[src/lzpu_pkg.sv]
// Package for the page unpacker: item types, the command passed from the
// token decoder to the executer, and shared constants. No dependencies.
`default_nettype none

package lzpu_pkg;

	// One compressed byte as it arrives.
	typedef struct packed {
		logic [7:0] src_byte;
		logic       last_byte;
	} in_item_t;

	// One result of up to four decoded bytes.
	typedef struct packed {
		logic [7:0] out_byte_0;
		logic [7:0] out_byte_1;
		logic [7:0] out_byte_2;
		logic [7:0] out_byte_3;
		logic [2:0] byte_count;
		logic       run_last;
		logic       page_done;
		logic       decode_error;
	} out_item_t;

	// Token form, taken from the two low bits of the first header byte.
	localparam logic [1:0] TOK_RUN   = 2'd0;
	localparam logic [1:0] TOK_SHORT = 2'd1;
	localparam logic [1:0] TOK_MATCH = 2'd2;
	localparam logic [1:0] TOK_LONG  = 2'd3;

	// Kind of run that follows the optional literal byte of a command.
	localparam logic [1:0] RUN_NONE  = 2'd0;
	localparam logic [1:0] RUN_FILL  = 2'd1;
	localparam logic [1:0] RUN_MATCH = 2'd2;

	// Work that one input item causes, as seen by the executer.
	typedef struct packed {
		logic        lit_valid;
		logic [7:0]  lit_byte;
		logic [1:0]  run_kind;
		logic [7:0]  run_len;
		logic [7:0]  run_byte;
		logic [11:0] copy_dist;
		logic        last;
		logic        done;
		logic        err;
		logic        force_result;
	} cmd_t;

	localparam int QUEUE_DEPTH = 4;

endpackage

`default_nettype wire

[src/lzpu_queue.sv]
// Short command queue between the token decoder and the executer.
// Depends on lzpu_pkg.
`default_nettype none

module lzpu_queue (
	input  wire logic           clk,
	input  wire logic           arst_n,
	input  wire logic           push,
	input  lzpu_pkg::cmd_t      din,
	output logic                full,
	input  wire logic           pop,
	output logic                valid,
	output lzpu_pkg::cmd_t      dout
);
	import lzpu_pkg::*;

	localparam int PTRW = $clog2(QUEUE_DEPTH);
	localparam int CNTW = $clog2(QUEUE_DEPTH + 1);

	cmd_t            slot_q [QUEUE_DEPTH];
	logic [PTRW-1:0] wr_q, rd_q;
	logic [CNTW-1:0] cnt_q;

	assign full  = (cnt_q == CNTW'(QUEUE_DEPTH));
	assign valid = (cnt_q != '0);
	assign dout  = slot_q[rd_q];

	// Storage is written only on push.
	always_ff @(posedge clk) begin
		if (push) begin
			slot_q[wr_q] <= din;
		end
	end

	// Pointers and fill count.
	always_ff @(posedge clk or negedge arst_n) begin
		if (!arst_n) begin
			wr_q  <= '0;
			rd_q  <= '0;
			cnt_q <= '0;
		end else begin
			if (push) begin
				wr_q <= wr_q + PTRW'(1);
			end
			if (pop) begin
				rd_q <= rd_q + PTRW'(1);
			end
			if (push && !pop) begin
				cnt_q <= cnt_q + CNTW'(1);
			end else if (pop && !push) begin
				cnt_q <= cnt_q - CNTW'(1);
			end
		end
	end
endmodule

`default_nettype wire

[config.mk]
export PLATFORM = sky130hd
export DESIGN_NAME = lzpu_queue
export DESIGN_NICKNAME = d
export VERILOG_FILES = /design/src/lzpu_pkg.sv /design/src/lzpu_queue.sv
export SDC_FILE = /design/constraint.sdc
export NUM_CORES = 1
export LEC_CHECK = 0
export ABC_AREA = 1
export BUFFER_PORTS_ARGS = -buffer_cell sky130_fd_sc_hd__clkbuf_2
export CAP_MARGIN = 5
export CORE_UTILIZATION = 50
export DETAILED_ROUTE_END_ITERATION = 6
export MAX_ROUTING_LAYER = met4
export PLACE_DENSITY_LB_ADDON = 0.15
export SETUP_SLACK_MARGIN = 0.3
export SYNTH_ARGS = -nofsm -noshare
export SYNTH_HDL_FRONTEND = slang
export SYNTH_SLANG_ARGS = --single-unit
[constraint.sdc]
create_clock -name clk -period 2.7 [get_ports clk]
set_input_delay 0.135 -clock clk [delete_from_list [all_inputs] [get_ports clk]]
set_output_delay 0.135 -clock clk [all_outputs]
set_load 0.03 [all_outputs]
==> results.yml <==
synthesis:
  synth.ff_latch_count: 179
  avgSynthCellArea_um2: 13.1
  synth_top_family_by_area: "compound AO/OA/AOI/OAI gates"
  synthFlopType: "edfxtp_1"
  synthMuxAreaShare: 0
  synthAdderAreaFrac: 0.0115
  yosys_warnings: 0
  synthArstFlopShare: 0.0391
  synth_compound_area_frac: 0.0905
  seq_area_frac_synth: 0.742
  syn_nets: 603
  synthCells: 550
  synth-simple-area-share: 0.0774
  synth-xor-area-share: 0.00487
  ys_types: 18
  netlist_area_um2: 7190
  synth_edf_count: 172
clocking:
  postCtsSetupBuffers: 0
  cts_sinks: 179
  cts_made_buffers: 17
  clk_path_buf_depth: 2
  cts_tree: "yes"
  root_buffer: "clkbuf_16"
  cts_hold_buf: 45
  clk_pin_slew_ps: 60
  clk_latency_ps: 430
  cts_repair_resize_count: 0
  h-tree-depth: 4
setup_path:
  path_delay_family: "flip-flops"
  worst-setup-path-type: "flop to primary output"
  crit_required_ps: 2570
  cp_slowest_cell: "dfrtp_4"
  crit_chain: "buf_12 > o211ai_1 > nand2_1 > clkbuf_2"
  critPathMaxFanout: 64
  cp_slowest_stage_delay_ps: 800
  cp_data_arrival_time_ps: 2080
  startpoint_type: "flop"
  worst-path-buf-inv: 2
  cp-end-kind: "primary output"
routing:
  wl_per_cell_um: 15.3
  wl_mm: 13.5
  ant_nets: 0
  dr_total_vias: 4338
  drt_iter0_markers: 257
  drt_pass1_iterations: 4
  viasPerCell: 4.93
  route.detailed.drc: 0
placement:
  placed_area_um2: 7850
  place_inst: 803
  place.gp.congestion: 0.722
  port_buffers: 91
  place_hpwl_mm: 7.81
sta:
  slew_headroom: 0.610
  fin_crit_sh: 0.821
  clock_skew_ps: 6.46
  final_max_slew_viol_count: 0
  worst_slew_pin_slew_ps: 584
  tns_ps: 0
  fin_crit_ps: 2220
  finalHoldViolCount: 0
  rsz0062_at_grt: "no"
  timing.fmax_mhz: 451
  finalSetupViolCount: 0
layout:
  final_common_cell: "edfxtp_1"
  utilization: 0.639
  fin_cells: 880
  final_cell_mix: "edfxtp_1, nand2_1, inv_1, clkbuf_2, o211ai_1"
  fin_area_um2: 8900
  n_antenna_cell: 0
  fillers: 1078
  final_nets: 740
  drive_gt1_frac: 0.193
  syn2layout_area_growth_pct: 23.7
floorplanning:
  chipWidth_um: 122
  core_um2: 13900
  start_util: 0.516
  die_y_um: 122
  row_count: 43
  fp.dieArea_um2: 14900
  ios: 92
power_and_ir_drop:
  p_total_uw: 10200
  pwr_density_cell_nw_per_um2: 1140
  p_leak_uw: 0.00365
  vdd_drop_max_mv: 0.651
global_routing:
  grt-ovfl-total: 0
  antenna_found_initial: 0
  track_usage: 0.205
  grt_pass1_wl_mm: 21.5
  grt_pass1_vias: 4300
  grt_start_max_net_pins: 65
min_path:
  hp-class: "input pin to flop"
run:
  drv_cap: 0
status:
  status: "complete, no violations"
cell type report:
type                    count  area [um^2]  area share
clock buffers              19          433      0.0486
clock inverters            13          165      0.0186
inverters                  98          368      0.0413
multi-input cells         244         1330       0.149
flip-flops and latches    179         5350       0.601
well taps                 180          225      0.0253
repair buffers            147         1040       0.117
synth_stat cells (2+ instances only):
cell type | n | area share
buf_2 | 20 | 0.014
buf_4 | 7 | 0.0073
clkbuf_1 | 2 | 0.0010
dfrtp_1 | 7 | 0.024
edfxtp_1 | 172 | 0.72
ha_1 | 5 | 0.0087
inv_1 | 97 | 0.051
nand2_1 | 143 | 0.075
o211ai_1 | 86 | 0.090
xor2_1 | 3 | 0.0037
cell families (layout without fill, tap and decap cells):
logic type,count (synthesis),count (layout)
AO/OA/AOI/OAI,87,87
flip-flops,179,179
adder cells (fa/ha/maj),6,6
AND/OR/NAND/NOR,147,147
XOR/XNOR,4,4
buffers and inverters,127,277
final timing paths:
kind,from,to,slack [ps],cells after the start
setup / recovery,rd_q[0],dout[36],480,4
max in group asynchronous,arst_n,rd_q[0],2430,2
hold / removal,push,wr_q[0],10,2
setup reg to reg,wr_q[0],slot_q[0][18],920,5
hold reg to reg,cnt_q[2],cnt_q[2],500,2
min in group asynchronous,arst_n,rd_q[1],70,2
through the flow:
step	hold slack (ps)	setup WS, ps
global placement	-19.3	941
floorplan	-161	793
global route	31.6	313
CTS	0.548	460
detailed placement	-11.8	917
finish	12.1	482
worst register-to-register path: stages (launching register included):
cell and delay (ps):
dfrtp_1 410, inv_1 100, ha_1 150, nand2_1 60
inv_2 430, buf_4 330
layer usage:
layer	up-vias	part of all wire	track usage
li1	2171	-	-
met1	2069	0.44	0.240
met2	82	0.51	0.334
met3	16	0.044	0.0599
met4	0	0.015	0.0802
met5	-	0	-
power breakdown:
group | internal [uW] | switching [uW] | total, uW
clock network | 1530 | 964 | 2490
registers | 3640 | 271 | 3910
logic | 1100 | 2670 | 3770
total | 6270 | 3910 | 10200
registers in the layout (all words and copies together) (netlist names):
register,cells
rd_q,2
cnt_q,3
slot_q,172
wr_q,2
No activity file was read; power rests on OpenSTA's default activity.
