File: src/lzpu_pkg.sv
// Package for the page unpacker: item types, the command passed from the
// token decoder to the executer, and shared constants. No dependencies.
`default_nettype none

package lzpu_pkg;

	// One compressed byte as it arrives.
	typedef struct packed {
		logic [7:0] src_byte;
		logic       last_byte;
	} in_item_t;

	// One result of up to four decoded bytes.
	typedef struct packed {
		logic [7:0] out_byte_0;
		logic [7:0] out_byte_1;
		logic [7:0] out_byte_2;
		logic [7:0] out_byte_3;
		logic [2:0] byte_count;
		logic       run_last;
		logic       page_done;
		logic       decode_error;
	} out_item_t;

	// Token form, taken from the two low bits of the first header byte.
	localparam logic [1:0] TOK_RUN   = 2'd0;
	localparam logic [1:0] TOK_SHORT = 2'd1;
	localparam logic [1:0] TOK_MATCH = 2'd2;
	localparam logic [1:0] TOK_LONG  = 2'd3;

	// Kind of run that follows the optional literal byte of a command.
	localparam logic [1:0] RUN_NONE  = 2'd0;
	localparam logic [1:0] RUN_FILL  = 2'd1;
	localparam logic [1:0] RUN_MATCH = 2'd2;

	// Work that one input item causes, as seen by the executer.
	typedef struct packed {
		logic        lit_valid;
		logic [7:0]  lit_byte;
		logic [1:0]  run_kind;
		logic [7:0]  run_len;
		logic [7:0]  run_byte;
		logic [11:0] copy_dist;
		logic        last;
		logic        done;
		logic        err;
		logic        force_result;
	} cmd_t;

	localparam int QUEUE_DEPTH = 4;

endpackage

`default_nettype wire

File: src/lzpu_if.sv
// Valid/ready channels for compressed input items and decoded result items.
// Depends on lzpu_pkg.
`default_nettype none

interface lzpu_feed_if;
	logic               valid;
	logic               ready;
	lzpu_pkg::in_item_t payload;

	modport source (output valid, output payload, input ready);
	modport sink (input valid, input payload, output ready);
endinterface


`default_nettype wire

File: src/lzpu_front.sv
// Token decoder: accepts compressed items, tracks token state, checks bounds
// and turns each item into one command. Depends on lzpu_pkg and lzpu_if.
`default_nettype none

module lzpu_front #(
	parameter int MAX_PAGE_BYTES = 4096
) (
	input  wire logic   clk,
	input  wire logic   arst_n,
	lzpu_feed_if.sink   feed,
	input  wire logic [12:0] page_size,
	input  wire logic   q_full,
	output logic        cmd_push,
	output lzpu_pkg::cmd_t cmd
);
	import lzpu_pkg::*;

	localparam int PW = $clog2(MAX_PAGE_BYTES + 1);
	localparam int CW = (PW > 13) ? PW : 13;

	localparam logic [1:0] PH_START  = 2'd0;
	localparam logic [1:0] PH_SECOND = 2'd1;
	localparam logic [1:0] PH_THIRD  = 2'd2;

	logic [CW-1:0] pos_q, pos_d;
	logic [7:0]    tb0_q, tb0_d, tb1_q, tb1_d;
	logic [1:0]    ph_q, ph_d;
	logic [5:0]    lit_q, lit_d, pend_q, pend_d;
	logic [11:0]   pdist_q, pdist_d;
	logic          err_q, err_d, full_q, full_d;
	logic          accept;

	assign feed.ready = !q_full;
	assign accept     = feed.valid && !q_full;
	assign cmd_push   = accept;

	// Decode one byte against the current token state.
	always_comb begin
		logic [CW-1:0] eff, rem, grow;
		logic [CW:0]   reach;
		logic [7:0]    b;
		logic          full0, full1, active;
		logic          st_en;
		logic [3:0]    st_lit;
		logic [5:0]    st_len;
		logic [11:0]   st_dist;

		b   = feed.payload.src_byte;
		eff = (CW'(page_size) > CW'(MAX_PAGE_BYTES)) ? CW'(MAX_PAGE_BYTES) : CW'(page_size);
		rem = eff - pos_q;
		full0  = full_q || (pos_q >= eff);
		active = !full0 && !err_q;
		reach  = '0;

		pos_d   = pos_q;
		tb0_d   = tb0_q;
		tb1_d   = tb1_q;
		ph_d    = ph_q;
		lit_d   = lit_q;
		pend_d  = pend_q;
		pdist_d = pdist_q;
		err_d   = err_q;
		st_en   = 1'b0;
		st_lit  = '0;
		st_len  = '0;
		st_dist = '0;
		cmd     = '0;

		if (active) begin
			if (lit_q != '0) begin
				// Literal byte of a running token, then its match at the end.
				cmd.lit_valid = 1'b1;
				cmd.lit_byte  = b;
				lit_d = lit_q - 6'd1;
				if (lit_q == 6'd1) begin
					if (pend_q != '0) begin
						cmd.run_kind  = RUN_MATCH;
						cmd.run_len   = {2'b00, pend_q};
						cmd.copy_dist = pdist_q;
					end
					pend_d = '0;
				end
			end else begin
				unique case (ph_q)
					PH_START: begin
						tb0_d = b;
						if (b[1:0] == TOK_RUN && b != 8'd0) begin
							st_en  = 1'b1;
							st_len = '0;
							st_lit = 4'd0;
							// A pure literal run can be up to 63 long.
						end else begin
							ph_d = PH_SECOND;
						end
					end
					PH_SECOND: begin
						tb1_d = b;
						case (tb0_q[1:0])
							TOK_RUN: begin
								if (b == 8'd0) begin
									ph_d = PH_START;
								end else if (CW'(b) > rem) begin
									err_d  = 1'b1;
									ph_d   = PH_START;
									lit_d  = '0;
									pend_d = '0;
								end else begin
									ph_d = PH_THIRD;
								end
							end
							TOK_SHORT: begin
								st_en   = 1'b1;
								st_lit  = {2'b00, tb0_q[3:2]};
								st_len  = {3'b000, tb0_q[6:4]} + 6'd3;
								st_dist = {3'b000, b, tb0_q[7]};
							end
							TOK_MATCH: begin
								st_en   = 1'b1;
								st_len  = {4'b0000, tb0_q[3:2]} + 6'd3;
								st_dist = {b, tb0_q[7:4]};
							end
							default: begin
								ph_d = PH_THIRD;
							end
						endcase
					end
					default: begin
						if (tb0_q[1:0] == TOK_RUN) begin
							// Fill run of the count byte times this byte.
							ph_d         = PH_START;
							cmd.run_kind = RUN_FILL;
							cmd.run_len  = tb1_q;
							cmd.run_byte = b;
						end else begin
							st_en   = 1'b1;
							st_lit  = tb0_q[5:2];
							st_len  = {tb1_q[3:0], tb0_q[7:6]};
							st_dist = {b, tb1_q[7:4]};
						end
					end
				endcase
			end
		end

		// Token start: bounds check, then either literals or an immediate match.
		if (st_en) begin
			ph_d  = PH_START;
			reach = {1'b0, pos_q} + (CW + 1)'(st_lit);
			if (tb0_q[1:0] == TOK_RUN && ph_q == PH_START) begin
				st_lit = 4'd0;
			end
			if (ph_q == PH_START) begin
				// Plain literal run: length is the upper six bits of the byte.
				if (CW'(b[7:2]) > rem) begin
					err_d  = 1'b1;
					lit_d  = '0;
					pend_d = '0;
				end else begin
					lit_d  = b[7:2];
					pend_d = '0;
				end
			end else if ((CW'(st_lit) + CW'(st_len)) > rem ||
					reach < (CW + 1)'(st_dist)) begin
				err_d  = 1'b1;
				lit_d  = '0;
				pend_d = '0;
			end else begin
				lit_d   = {2'b00, st_lit};
				pend_d  = st_len;
				pdist_d = st_dist;
				if (st_lit == 4'd0) begin
					pend_d = '0;
					if (st_len != '0) begin
						cmd.run_kind  = RUN_MATCH;
						cmd.run_len   = {2'b00, st_len};
						cmd.copy_dist = st_dist;
					end
				end
			end
		end

		grow  = CW'(cmd.lit_valid) + ((cmd.run_kind != RUN_NONE) ? CW'(cmd.run_len) : '0);
		pos_d = pos_q + grow;
		full1 = full0 || (pos_d >= eff);

		// A page that ends inside a token is flagged as a decode error.
		if (feed.payload.last_byte && !full1 && !err_d &&
				(ph_d != PH_START || lit_d != '0)) begin
			err_d = 1'b1;
		end

		full_d            = full1;
		cmd.last          = feed.payload.last_byte;
		cmd.done          = feed.payload.last_byte || full1;
		cmd.err           = err_d;
		cmd.force_result  = feed.payload.last_byte || (err_d && !err_q);
	end

	// Token state; a last item returns everything to the page start.
	always_ff @(posedge clk or negedge arst_n) begin
		if (!arst_n) begin
			pos_q   <= '0;
			tb0_q   <= '0;
			tb1_q   <= '0;
			ph_q    <= PH_START;
			lit_q   <= '0;
			pend_q  <= '0;
			pdist_q <= '0;
			err_q   <= 1'b0;
			full_q  <= 1'b0;
		end else if (accept) begin
			if (feed.payload.last_byte) begin
				pos_q   <= '0;
				tb0_q   <= '0;
				tb1_q   <= '0;
				ph_q    <= PH_START;
				lit_q   <= '0;
				pend_q  <= '0;
				pdist_q <= '0;
				err_q   <= 1'b0;
				full_q  <= 1'b0;
			end else begin
				pos_q   <= pos_d;
				tb0_q   <= tb0_d;
				tb1_q   <= tb1_d;
				ph_q    <= ph_d;
				lit_q   <= lit_d;
				pend_q  <= pend_d;
				pdist_q <= pdist_d;
				err_q   <= err_d;
				full_q  <= full_d;
			end
		end
	end
endmodule

`default_nettype wire

File: src/flat_wrapper.sv
// flat-port wrapper written by rule: the top's interface ports become plain ports
module lzpu_front_flat import lzpu_pkg::*;
#(
	parameter int MAX_PAGE_BYTES = 4096
)
  (clk, arst_n, page_size, q_full, cmd_push, cmd, feed_valid, feed_payload, feed_ready);
  lzpu_feed_if feed_i ();
  input  wire logic clk;
  input  wire logic arst_n;
  input  wire logic [12:0] page_size;
  input  wire logic q_full;
  output logic cmd_push;
  output lzpu_pkg::cmd_t cmd;
  input wire logic [$bits(feed_i.valid)-1:0] feed_valid;
  input wire logic [$bits(feed_i.payload)-1:0] feed_payload;
  output wire logic [$bits(feed_i.ready)-1:0] feed_ready;
  assign feed_i.valid = feed_valid;
  assign feed_i.payload = feed_payload;
  assign feed_ready = feed_i.ready;
  lzpu_front #(.MAX_PAGE_BYTES(MAX_PAGE_BYTES)) u_core (.clk(clk), .arst_n(arst_n), .feed(feed_i), .page_size(page_size), .q_full(q_full), .cmd_push(cmd_push), .cmd(cmd));
endmodule
File: config.mk
export PLATFORM = sky130hd
export DESIGN_NAME = lzpu_front_flat
export DESIGN_NICKNAME = d
export VERILOG_FILES = /design/src/lzpu_pkg.sv /design/src/lzpu_if.sv /design/src/lzpu_front.sv /design/src/flat_wrapper.sv
export SDC_FILE = /design/constraint.sdc
export NUM_CORES = 1
export LEC_CHECK = 0
export CORE_MARGIN = 2
export CORE_UTILIZATION = 25
export CTS_BUF_LIST = sky130_fd_sc_hd__clkbuf_2 sky130_fd_sc_hd__clkbuf_4 sky130_fd_sc_hd__clkbuf_8
export CTS_CLUSTER_SIZE = 24
export DETAILED_ROUTE_END_ITERATION = 16
export DONT_BUFFER_PORTS = 1
export SYNTH_ARGS = -nofsm -noshare
export SYNTH_HDL_FRONTEND = slang
export SYNTH_SLANG_ARGS = --single-unit
File: constraint.sdc
create_clock -name clk -period 19.8 [get_ports clk]
set_input_delay 2.97 -clock clk [delete_from_list [all_inputs] [get_ports clk]]
set_output_delay 2.97 -clock clk [all_outputs]
set_load 0.03 [all_outputs]
==> impl_results.md, run 1 <==
- Area growth, synth to finish: 8.177%
- Wire length per cell: 19.12 um
- Minimum clock period after layout: approximately 16 ns
- Crit end category: output pin
- Via count: roughly 5900
- Top FF cell, synth: dfrtp_1
- Part of the power in combinational logic: 53.3%
- Largest net degree at the start of global routing: 58
- Global-route wire length before repair: 32610 um
- Clock power frac: 20.4%
- Die area: 26630 um^2
- Final hold viol count: 0
- Worst EP required: 16.83 ns
- Row cnt: 58
- DRC viols: 0
- Mean Syn Cell Area: slightly below 8 um^2
- RSZ-0062 raised after global routing: no
- Hpwl dp: between 15000 and 20000 um
- Register area share after synthesis: a little under a quarter
- GPL Wtd Cong: 0.9250
- # IOs: 71
- Vias in the first global route: 5452
- Arrival time worst endpoint: 12.53 ns
- GR Util met2: 24.18%
- H-tree levels: 3
- Synth Warn #: 0
- Clk buf depth: 2
- TNS Setup: 0 ns
- Status: complete, no violations
- Post-Syn Nets: 911
- Clock Skew: 0.01125 ns
- N_diodes: 0
- Sequential power share: approximately a quarter
- Fin nets: 893
- TritonCTS clock tree: built
- Setup crit start kind: primary input
- Finished Core Util: 27.37%
- DP Cell Count: 1100
- Die width: roughly 160 um
- GR Util met3: 4.698%
- Int Power: ~310 uW
- Hold Crit Class: flip-flop to flip-flop
- Peak Freq: 0.06451 GHz
- Power density over cell area: 86.12 nW/um^2
- Starting density of the core: about a quarter
- Drt first pass iters: 4
- Worst-Skew Late Latency: approximately 0.38 ns
- Slew @ Worst Pin: 1.162 ns
- Fillers: 2709
- Slew HR: 21.71%
- Final Total Pwr: 590.2 uW
- DIE HEIGHT: between 150 and 200 um
- Synth Register Bits: 57
- Synthesized instance count: 799
- Critical path's most frequent cell: ha_1
- Async set-reset flop share out of synthesis: 100.0%
- Total grt overflow: 0
- Setup violations, final: 0
- P_leak: 3.129 nW
- Clk pin slew, worst setup/hold paths: 0.06 ns
- DRT Wirelength: 21330 um
- Setup ws final: 4.298 ns
- Via/cell ratio: about 5.3
- Initial antenna violation count: 2
- Root buffer cell: clkbuf_8
- Final worst-path cycle share: between 70% and 80%
- DP Worst Slack: 4.439 ns
- Detail Route Antenna Nets: 0
- Cts hold-fix bufs: 0
- GRT Util Overall: roughly 16%
- Post-synth EDFFs: 0
- Layout Cells excl Fill: between 1000 and 1500
- Core area: between 20000 and 30000 um^2
- Setup Fix Bufs, Post-CTS: 0
- Num CTS Buffers: 9
- Clock Sinks: 57
- Top Usage Layer GRT: met2
- Crit-path max cell delay: 0.74 ns
- Slowest CP cell: nor2_1
- Peak supply drop: 35.00 uV
- Synth top area cells: dfrtp_1 23%, ha_1 16%, o21ai_0 5.7%
- GR Util met1: 22.06%
- Number of port buffers: 0
- Crit Path Class: primary input to output pin
- Area share of the largest cell type after synthesis: between 20 and 25%
- Layout cell share with drive strength beyond 1: under 10%
- Drt initial violations: ~540
- Distinct cell type count after synthesis: 82
- Pins Over Slew Limit: 0
- Cell area after synthesis: about 6300 um^2
- Yosys top cell by area: dfrtp_1
- Sw Share: 46.92%
- CP max FO: 13
- Net Sw Power: between 200 and 300 uW
- Max-Cap Viols: 0
- Post-CTS sizing: 0
## critical path: cells and delay by family
kind / cells / cell delay [ns]
XOR/XNOR: 2 / 0.29
AO/OA/AOI/OAI: 14 / 3.29
AND/OR/NAND/NOR: 16 / 3.47
buffers and inverters: 4 / 0.45
adder cells (fa/ha/maj): 7 / 2.01
## cells by family (layout without fill, tap and decap cells)
family                     Yosys count  in the layout  share of synthesized area [%]
AOI/OAI and AO/OA                  246            246                          27.10
adders and majority gates           87             87                          17.62
and+or+nand+nor                    265            265                          20.82
DFF                                 57             57                          22.52
muxes                                2              2                         0.3358
buffers and inverters              106             93                          6.636
xor gates and xnor gates            36             36                          4.977
## cell usage in the layout (no fill, tap or decap), types with 5 or more instances in the layout
master,count
a21oi_1,38
o21a_1,6
o21ai_0,72
xor2_1,7
a22oi_1,16
nor2b_1,18
clkbuf_8,12
and2_1,18
a31o_2,5
a22o_1,30
o22ai_1,8
xnor2_1,29
a221oi_1,6
ha_1,82
and3_1,6
a21o_1,18
or2_2,5
dfrtp_1,57
nor2_1,42
nand4_1,11
nand2_1,91
nand3_1,14
nor3_1,26
nand2b_1,7
inv_1,72
## layout make-up
| class | instances | area (um^2) | share of cell area (%) |
|---|---|---|---|
| clock buffer | 14 | 180.2 | 2.629 |
| sequential | 57 | 1426 | 20.81 |
| multi-input combinational | 636 | 4498 | 65.64 |
| inverter | 74 | 277.8 | 4.053 |
| timing repair buffer | 3 | 22.52 | 0.3286 |
| clock inverter | 2 | 35.03 | 0.5112 |
| tap | 330 | 412.9 | 6.025 |
## routing by layer
layer / share of wire, % / vias to the layer above / routed length (um)
li1: - / 2841 / -
met1: 45 / 2776 / 9507
met2: 43 / 256 / 9198
met3: 10 / 33 / 2161
met4: 2.1 / 2 / 451
met5: 0.070 / - / 15
## final timing paths
path                               startpoint            endpoint  slack, ns  depth (start not counted)
min in group asynchronous              arst_n     u_core.lit_q[3]       2.29                          0
max reg2reg                   u_core.pos_q[8]       u_core.full_q      10.11                         40
min reg2reg                u_core.pdist_q[11]  u_core.pdist_q[11]       0.50                          1
max in group asynchronous              arst_n   u_core.pdist_q[7]      17.37                          0
min                        u_core.pdist_q[11]  u_core.pdist_q[11]       0.50                          1
max                             page_size[12]              cmd[1]       4.30                         43
## flip-flops by register name (all words and copies together), names as in the netlist
register / flops
u_core.err_q: 1
u_core.full_q: 1
u_core.lit_q: 6
u_core.pdist_q: 12
u_core.pend_q: 6
u_core.ph_q: 2
u_core.pos_q: 13
u_core.tb0_q: 8
u_core.tb1_q: 8
## synth_stat cells, types with 6 or more instances
master,number
ha_1,82
a22o_1,30
nand4_1,11
o21a_1,6
nand2_1,91
a21oi_1,38
nand3_1,14
o22ai_1,8
dfrtp_1,57
and2_1,18
a21o_1,18
and3_1,6
a22oi_1,16
o21ai_0,72
xor2_1,7
a221oi_1,6
nor3_1,26
nand2b_1,7
nor2b_1,18
inv_1,72
xnor2_1,29
clkbuf_1,21
nor2_1,44
## per-stage QoR
stage	instance area (um^2)	hold WS [ns]
2_1_floorplan	6335	0.4717
3_3_place_gp	6638	0.4884
3_5_place_dp	6638	0.4925
4_1_cts	6853	0.5095
5_1_grt	6853	0.5220
6_report	6853	0.5028
## power by group through the flow
stage	combinational (mW)	sequential, mW	clock (mW)
after detailed placement	0.308	0.156	0
after global placement	0.306	0.156	0
final	0.315	0.155	0.120
after global routing	0.348	0.158	0.127
after floorplan	0.247	0.148	0
after CTS	0.310	0.154	0.123
No activity file was read; power rests on OpenSTA's default activity.
==> run 2: changes to the inputs <==
==> constraint.sdc (replaced) <==
create_clock -name clk -period 13.2 [get_ports clk]
set_input_delay 1.98 -clock clk [delete_from_list [all_inputs] [get_ports clk]]
set_output_delay 1.98 -clock clk [all_outputs]
set_load 0.03 [all_outputs]
==> impl_results.md, run 2 (synthesis gave the netlist of run 1 again) <==
- DRC viols: 0 (unchanged)
- Minimum clock period after layout: around 13 ns
- Part of the power in combinational logic: 54.5% (was 53.3%)
- GPL Wtd Cong: 0.9207 (was 0.9250)
- Via/cell ratio: 5.364 (was 5.294)
- Layout cell share with drive strength beyond 1: 8.302% (was 6.489%)
- Hold Crit Class: flip-flop to flip-flop (unchanged)
- Crit end category: output pin (unchanged)
- Delay-heaviest family, CP: compound AO/OA/AOI/OAI gates (was simple AND/OR/NAND/NOR gates)
- Via count: 6035 (was 5908)
- TNS Setup: 0 ns (unchanged)
- Arrival time worst endpoint: 10.65 ns (was 12.53 ns)
- DRT Wirelength: 21540 um (was 21330 um)
- Hold slack: 0.5038 ns (was 0.5028 ns)
- Crit-path max cell delay: 0.40 ns (was 0.74 ns)
- Largest net degree at the start of global routing: 58 (unchanged)
- Worst-Skew Late Latency: 0.37 ns (was 0.38 ns)
- Wire length per cell: 19.15 um (was 19.12 um)
- Starting density of the core: 25.30% (unchanged)
- Buf+Inv Stages, Crit Path: 6 (was 4)
- Max reg flops: 13 (unchanged)
- TritonCTS clock tree: built (unchanged)
- Clk buf depth: 2 (unchanged)
- Slew @ Worst Pin: 1.148 ns (was 1.162 ns)
- Hpwl dp: 16840 um (was 16620 um)
- Finished Core Util: 27.85% (was 27.37%)
- Final hold viol count: 0 (unchanged)
- Worst EP required: 11.22 ns (was 16.83 ns)
- Clock Sinks: 57 (unchanged)
- Layout Cells excl Fill: 1125 (was 1116)
- Global-route wire length before repair: 33380 um (was 32610 um)
- Vias in the first global route: 5817 (was 5452)
- GRT Util Overall: 16.38% (was 16.13%)
- Core area: 25040 um^2 (unchanged)
- Setup violations, final: 0 (unchanged)
- P_leak: 3.170 nW (was 3.129 nW)
- RSZ-0062 raised after global routing: no (unchanged)
- Cts hold-fix bufs: 0 (unchanged)
- Setup crit start kind: primary input (unchanged)
- Drt first pass iters: 5 (was 4)
- Row cnt: 58 (unchanged)
- Detail Route Antenna Nets: 0 (unchanged)
- Sw Share: 46.62% (was 46.92%)
- Slew HR: 22.64% (was 21.71%)
- Final worst-path cycle share: 95.65%
- Most common cell after layout, fill and taps aside: nand2_1 (unchanged)
- CP max FO: 13 (unchanged)
- Max-Cap Viols: 0 (unchanged)
- Area growth, synth to finish: 10.07% (was 8.177%)
- Biggest regs: u_core.pos_q: 13 flops, u_core.pdist_q: 12 flops (unchanged)
- Setup ws final: 0.5739 ns (was 4.298 ns)
- Number of port buffers: 0 (unchanged)
- DIE HEIGHT: 163.2 um (unchanged)
- Peak supply drop: 59.36 uV (was 35.00 uV)
- Peak Freq: roughly 0.079 GHz
- # IOs: 71 (unchanged)
- Die area: 26630 um^2 (unchanged)
- Largest Register: u_core.pos_q (unchanged)
- Clock power frac: 19.9% (was 20.4%)
- Clock Skew: 0.01347 ns (was 0.01125 ns)
- Total grt overflow: 0 (unchanged)
- Initial antenna violation count: 0 (was 2)
- Crit Path Class: primary input to output pin (unchanged)
- Root buffer cell: clkbuf_8 (unchanged)
- Slowest CP cell: fa_1 (was nor2_1)
- DP Worst Slack: 0.3082 ns (was 4.439 ns)
- H-tree levels: 3 (unchanged)
- Net Sw Power: 425.6 uW (was 276.9 uW)
- Power density over cell area: 130.9 nW/um^2 (was 86.12 nW/um^2)
- Num CTS Buffers: 9 (unchanged)
- N_diodes: 0 (unchanged)
- Clk pin slew, worst setup/hold paths: 0.06 ns (about the same)
- Pins Over Slew Limit: 0 (unchanged)
- DP Cell Count: 1107 (was 1100)
- Fin nets: 902 (was 893)
- Critical path's most frequent cell: ha_1 (unchanged)
- Die width: 163.2 um (unchanged)
- Int Power: 487.2 uW (was 313.3 uW)
- Most frequent cells in the layout: 91 x nand2_1, 82 x ha_1, 71 x inv_1, 70 x o21ai_0, 57 x dfrtp_1 (was 91 x nand2_1, 82 x ha_1, 72 x inv_1, 72 x o21ai_0, 57 x dfrtp_1)
- Status: complete, no violations (unchanged)
- Sequential power share: 25.6% (was 26.3%)
- Drt initial violations: 524 (was 536)
-- run 2: repair_timing --
action,in CTS,in global routing
setup buffers,0,2
setup endpoints to repair,0,2
resized for setup,0,10
-- run 2: final timing paths --
check / startpoint / endpoint / slack [ns] / cells past startpoint
max reg2reg: u_core.pos_q[8] / u_core.full_q / 4.35 / 42
min: u_core.pdist_q[8] / u_core.pdist_q[8] / 0.50 / 1
min in group asynchronous: arst_n / u_core.err_q / 1.30 / 0
min reg2reg: u_core.pdist_q[8] / u_core.pdist_q[8] / 0.50 / 1
max: page_size[12] / cmd[1] / 0.57 / 45
max in group asynchronous: arst_n / u_core.pdist_q[6] / 11.78 / 0
-- run 2: metrics by stage --
step	total power, mW	instance area [um^2]
after global placement	0.7145	6703
after floorplan	0.5917	6335
after detailed placement	0.7216	6703
final	0.9128	6973
after CTS	0.9065	6918
after global routing	0.9842	6973
-- run 2: power groups by stage --
stage / Sequential [mW] / Clock (mW) / Combinational (mW)
after floorplan: 0.222 / 0 / 0.370
final: 0.234 / 0.181 / 0.498
after CTS: 0.232 / 0.185 / 0.489
after global placement: 0.235 / 0 / 0.480
after detailed placement: 0.235 / 0 / 0.486
after global routing: 0.237 / 0.193 / 0.555
-- run 2: metal layers --
metal	share of wire, %	vias up	global-route usage [%]
met1	44	2846	21.83
met5	0	-	0
met4	3.0	0	5.913
met3	11	47	5.231
met2	43	283	24.74
li1	-	2859	-
-- run 2: layout make-up --
class / count / area, um^2
Fill cell: 2675 / 18060
Inverter: 74 / 281.5
Multi-Input combinational cell: 636 / 4534
Clock inverter: 2 / 35.03
Sequential cell: 57 / 1426
Timing Repair Buffer: 12 / 102.6
Tap cell: 330 / 412.9
Clock buffer: 14 / 180.2
==> run 3: changes to the inputs <==
--- a/config.mk
+++ b/config.mk
@@ -6,7 +6,7 @@
 export NUM_CORES = 1
 export LEC_CHECK = 0
 export CORE_MARGIN = 2
-export CORE_UTILIZATION = 25
+export CORE_UTILIZATION = 40
 export CTS_BUF_LIST = sky130_fd_sc_hd__clkbuf_2 sky130_fd_sc_hd__clkbuf_4 sky130_fd_sc_hd__clkbuf_8
 export CTS_CLUSTER_SIZE = 24
 export DETAILED_ROUTE_END_ITERATION = 16
==> impl_results.md, run 3 (synthesis gave the netlist of run 1 again) <==
- Worst-Skew Late Latency: 0.36 ns (was 0.37 ns)
- Setup violations, final: 0 (unchanged)
- Drt first pass iters: 6 (was 5)
- Hpwl dp: 15440 um (was 16840 um)
- Drt initial violations: 600 (was 524)
- Detail Route Antenna Nets: 0 (unchanged)
- Slew @ Worst Pin: 1.121 ns (was 1.148 ns)
- Clk pin slew, worst setup/hold paths: 0.06 ns (about the same)
- P_leak: 3.153 nW (was 3.170 nW)
- Clock power frac: 17.0% (was 19.9%)
- Net Sw Power: 414.2 uW (was 425.6 uW)
- Core area: 15660 um^2 (was 25040 um^2)
- Int Power: 448.8 uW (was 487.2 uW)
- Total grt overflow: 0 (unchanged)
- Final Cell Area: 6785 um^2 (was 6973 um^2)
- Root buffer cell: clkbuf_8 (unchanged)
- Largest net degree at the start of global routing: 58 (unchanged)
- Placed cell areas: 6545 um^2 (was 6703 um^2)
- Setup crit start kind: primary input (unchanged)
- Number of port buffers: 0 (unchanged)
- Via count: 5921 (was 6035)
- Pins Over Slew Limit: 0 (unchanged)
- DIE HEIGHT: 129.8 um (was 163.2 um)
- Crit end category: output pin (unchanged)
- # IOs: 71 (unchanged)
- Setup ws final: 0.5643 ns (was 0.5739 ns)
- R2R Setup Slk: 4.26 ns (was 4.35 ns)
- Crit-path max cell delay: 0.40 ns (about the same)
- Critical path's most frequent cell: ha_1 (unchanged)
- Delay-heaviest family, CP: compound AO/OA/AOI/OAI gates (unchanged)
- N_diodes: 0 (unchanged)
- Status: complete, no violations (unchanged)
- GRT Util Overall: 24.13% (was 16.38%)
- Sw Share: 47.99% (was 46.62%)
- DRT Wirelength: 20020 um (was 21540 um)
- Global-route wire length before repair: 31450 um (was 33380 um)
- Crit Path Class: primary input to output pin (unchanged)
- Power density over cell area: 127.2 nW/um^2 (was 130.9 nW/um^2)
- Fin nets: 902 (unchanged)
- DP Worst Slack: 0.1682 ns (was 0.3082 ns)
- Max reg flops: 13 (unchanged)
- Num CTS Buffers: 9 (unchanged)
- TNS Setup: 0 ns (unchanged)
- Most frequent cells in the layout: 91 x nand2_1, 82 x ha_1, 71 x inv_1, 68 x o21ai_0, 57 x dfrtp_1 (was 91 x nand2_1, 82 x ha_1, 71 x inv_1, 70 x o21ai_0, 57 x dfrtp_1)
- Wire length per cell: 19.82 um (was 19.15 um)
- Final hold viol count: 0 (unchanged)
- Slew HR: 24.46% (was 22.64%)
- Via/cell ratio: 5.862 (was 5.364)
- Sequential power share: 27.0% (was 25.6%)
- TritonCTS clock tree: built (unchanged)
- Arrival time worst endpoint: 10.66 ns (was 10.65 ns)
- H-tree levels: 3 (unchanged)
- Vias in the first global route: 5529 (was 5817)
- Part of the power in combinational logic: 56.0% (was 54.5%)
- Hold Crit Class: flip-flop to flip-flop (unchanged)
- Clock Skew: 0.008973 ns (was 0.01347 ns)
- Peak supply drop: 52.49 uV (was 59.36 uV)
- Buf+Inv Stages, Crit Path: 6 (unchanged)
- Final Total Pwr: 863.0 uW (was 912.8 uW)
- Starting density of the core: 40.47% (was 25.30%)
- Largest Register: u_core.pos_q (unchanged)
- Peak Freq: 0.07914 GHz (was 0.07920 GHz)
- CP max FO: 13 (unchanged)
- Layout cell share with drive strength beyond 1: 7.809% (was 8.302%)
- Worst EP required: 11.22 ns (about the same)
- Area growth, synth to finish: 7.110% (was 10.07%)
- Max-Cap Viols: 0 (unchanged)
- Final worst-path cycle share: 95.73% (was 95.65%)
- Clock Sinks: 57 (unchanged)
- Row cnt: 46 (was 58)
- Initial antenna violation count: 0 (unchanged)
- DRC viols: 0 (unchanged)
- Slowest CP cell: o311a_1 (was fa_1)
- GPL Wtd Cong: 0.9105 (was 0.9207)
- Clk buf depth: 2 (unchanged)
- Minimum clock period after layout: 12.64 ns (was 12.63 ns)
- Biggest regs: u_core.pos_q: 13 flops, u_core.pdist_q: 12 flops (unchanged)
- Die area: 16860 um^2 (was 26630 um^2)
- Cts hold-fix bufs: 0 (unchanged)
- Fillers: 1620 (was 2675)
- Die width: 129.8 um (was 163.2 um)
- Most common cell after layout, fill and taps aside: nand2_1 (unchanged)
## run 3: per-layer routing
layer / global-route usage (%) / vias to the layer above / wire (um)
li1: - / 2871 / -
met4: 7.084 / 0 / 421
met3: 4.141 / 31 / 1336
met1: 34.36 / 2797 / 9264
met5: 0 / - / 0
met2: 37.57 / 222 / 8996
## run 3: final cells by class
| cell class | count | area [um^2] | area share, % |
|---|---|---|---|
| Clock buffer | 11 | 145.1 | 2.139 |
| Tap cell | 216 | 270.3 | 3.983 |
| Timing Repair Buffer | 12 | 90.09 | 1.328 |
| Multi-Input combinational cell | 636 | 4552 | 67.08 |
| Sequential cell | 57 | 1426 | 21.02 |
| Inverter | 74 | 281.5 | 4.149 |
| Clock inverter | 4 | 20.02 | 0.2950 |
## run 3: worst paths after layout
kind                                   startpoint                 end  cells past startpoint
worst max-delay path                page_size[12]              cmd[1]                     43
worst min-delay path            u_core.pdist_q[0]   u_core.pdist_q[0]                      1
worst max register to register    u_core.pos_q[8]       u_core.full_q                     41
worst min register to register  u_core.pdist_q[0]   u_core.pdist_q[0]                      1
max in group asynchronous                  arst_n  u_core.pdist_q[11]                      0
min in group asynchronous                  arst_n       u_core.full_q                      0
## run 3: repair_timing
item	in CTS	in global routing
resized for setup	0	16
setup buffers	0	1
endpoints found under the setup margin	0	2
## run 3: worst reg2reg max path, delay by kind of cell, from the launching register on
kind,cells,cell delay (ns)
AO/OA/AOI/OAI,21,4.14
XOR/XNOR,2,0.26
adder cells (fa/ha/maj),6,1.79
buffers and inverters,4,0.83
flip-flops,1,0.55
AND/OR/NAND/NOR,8,1.23
## run 3: power by group through the flow
stage	registers (mW)	logic (mW)	clock network [mW]
3_3_place_gp	0.235	0.468	0
4_1_cts	0.232	0.471	0.149
3_5_place_dp	0.235	0.468	0
6_report	0.233	0.483	0.146
2_1_floorplan	0.222	0.370	0
5_1_grt	0.237	0.538	0.156
## run 3: through the flow
step                utilization, %  std cells  hold slack (ns)
finish                       43.34       1010           0.5077
global route                 43.34       1010           0.5254
CTS                          42.86       1009           0.5109
detailed placement           41.81        994           0.4956
global placement             41.81        994           0.4885
floorplan                        -        799           0.4717
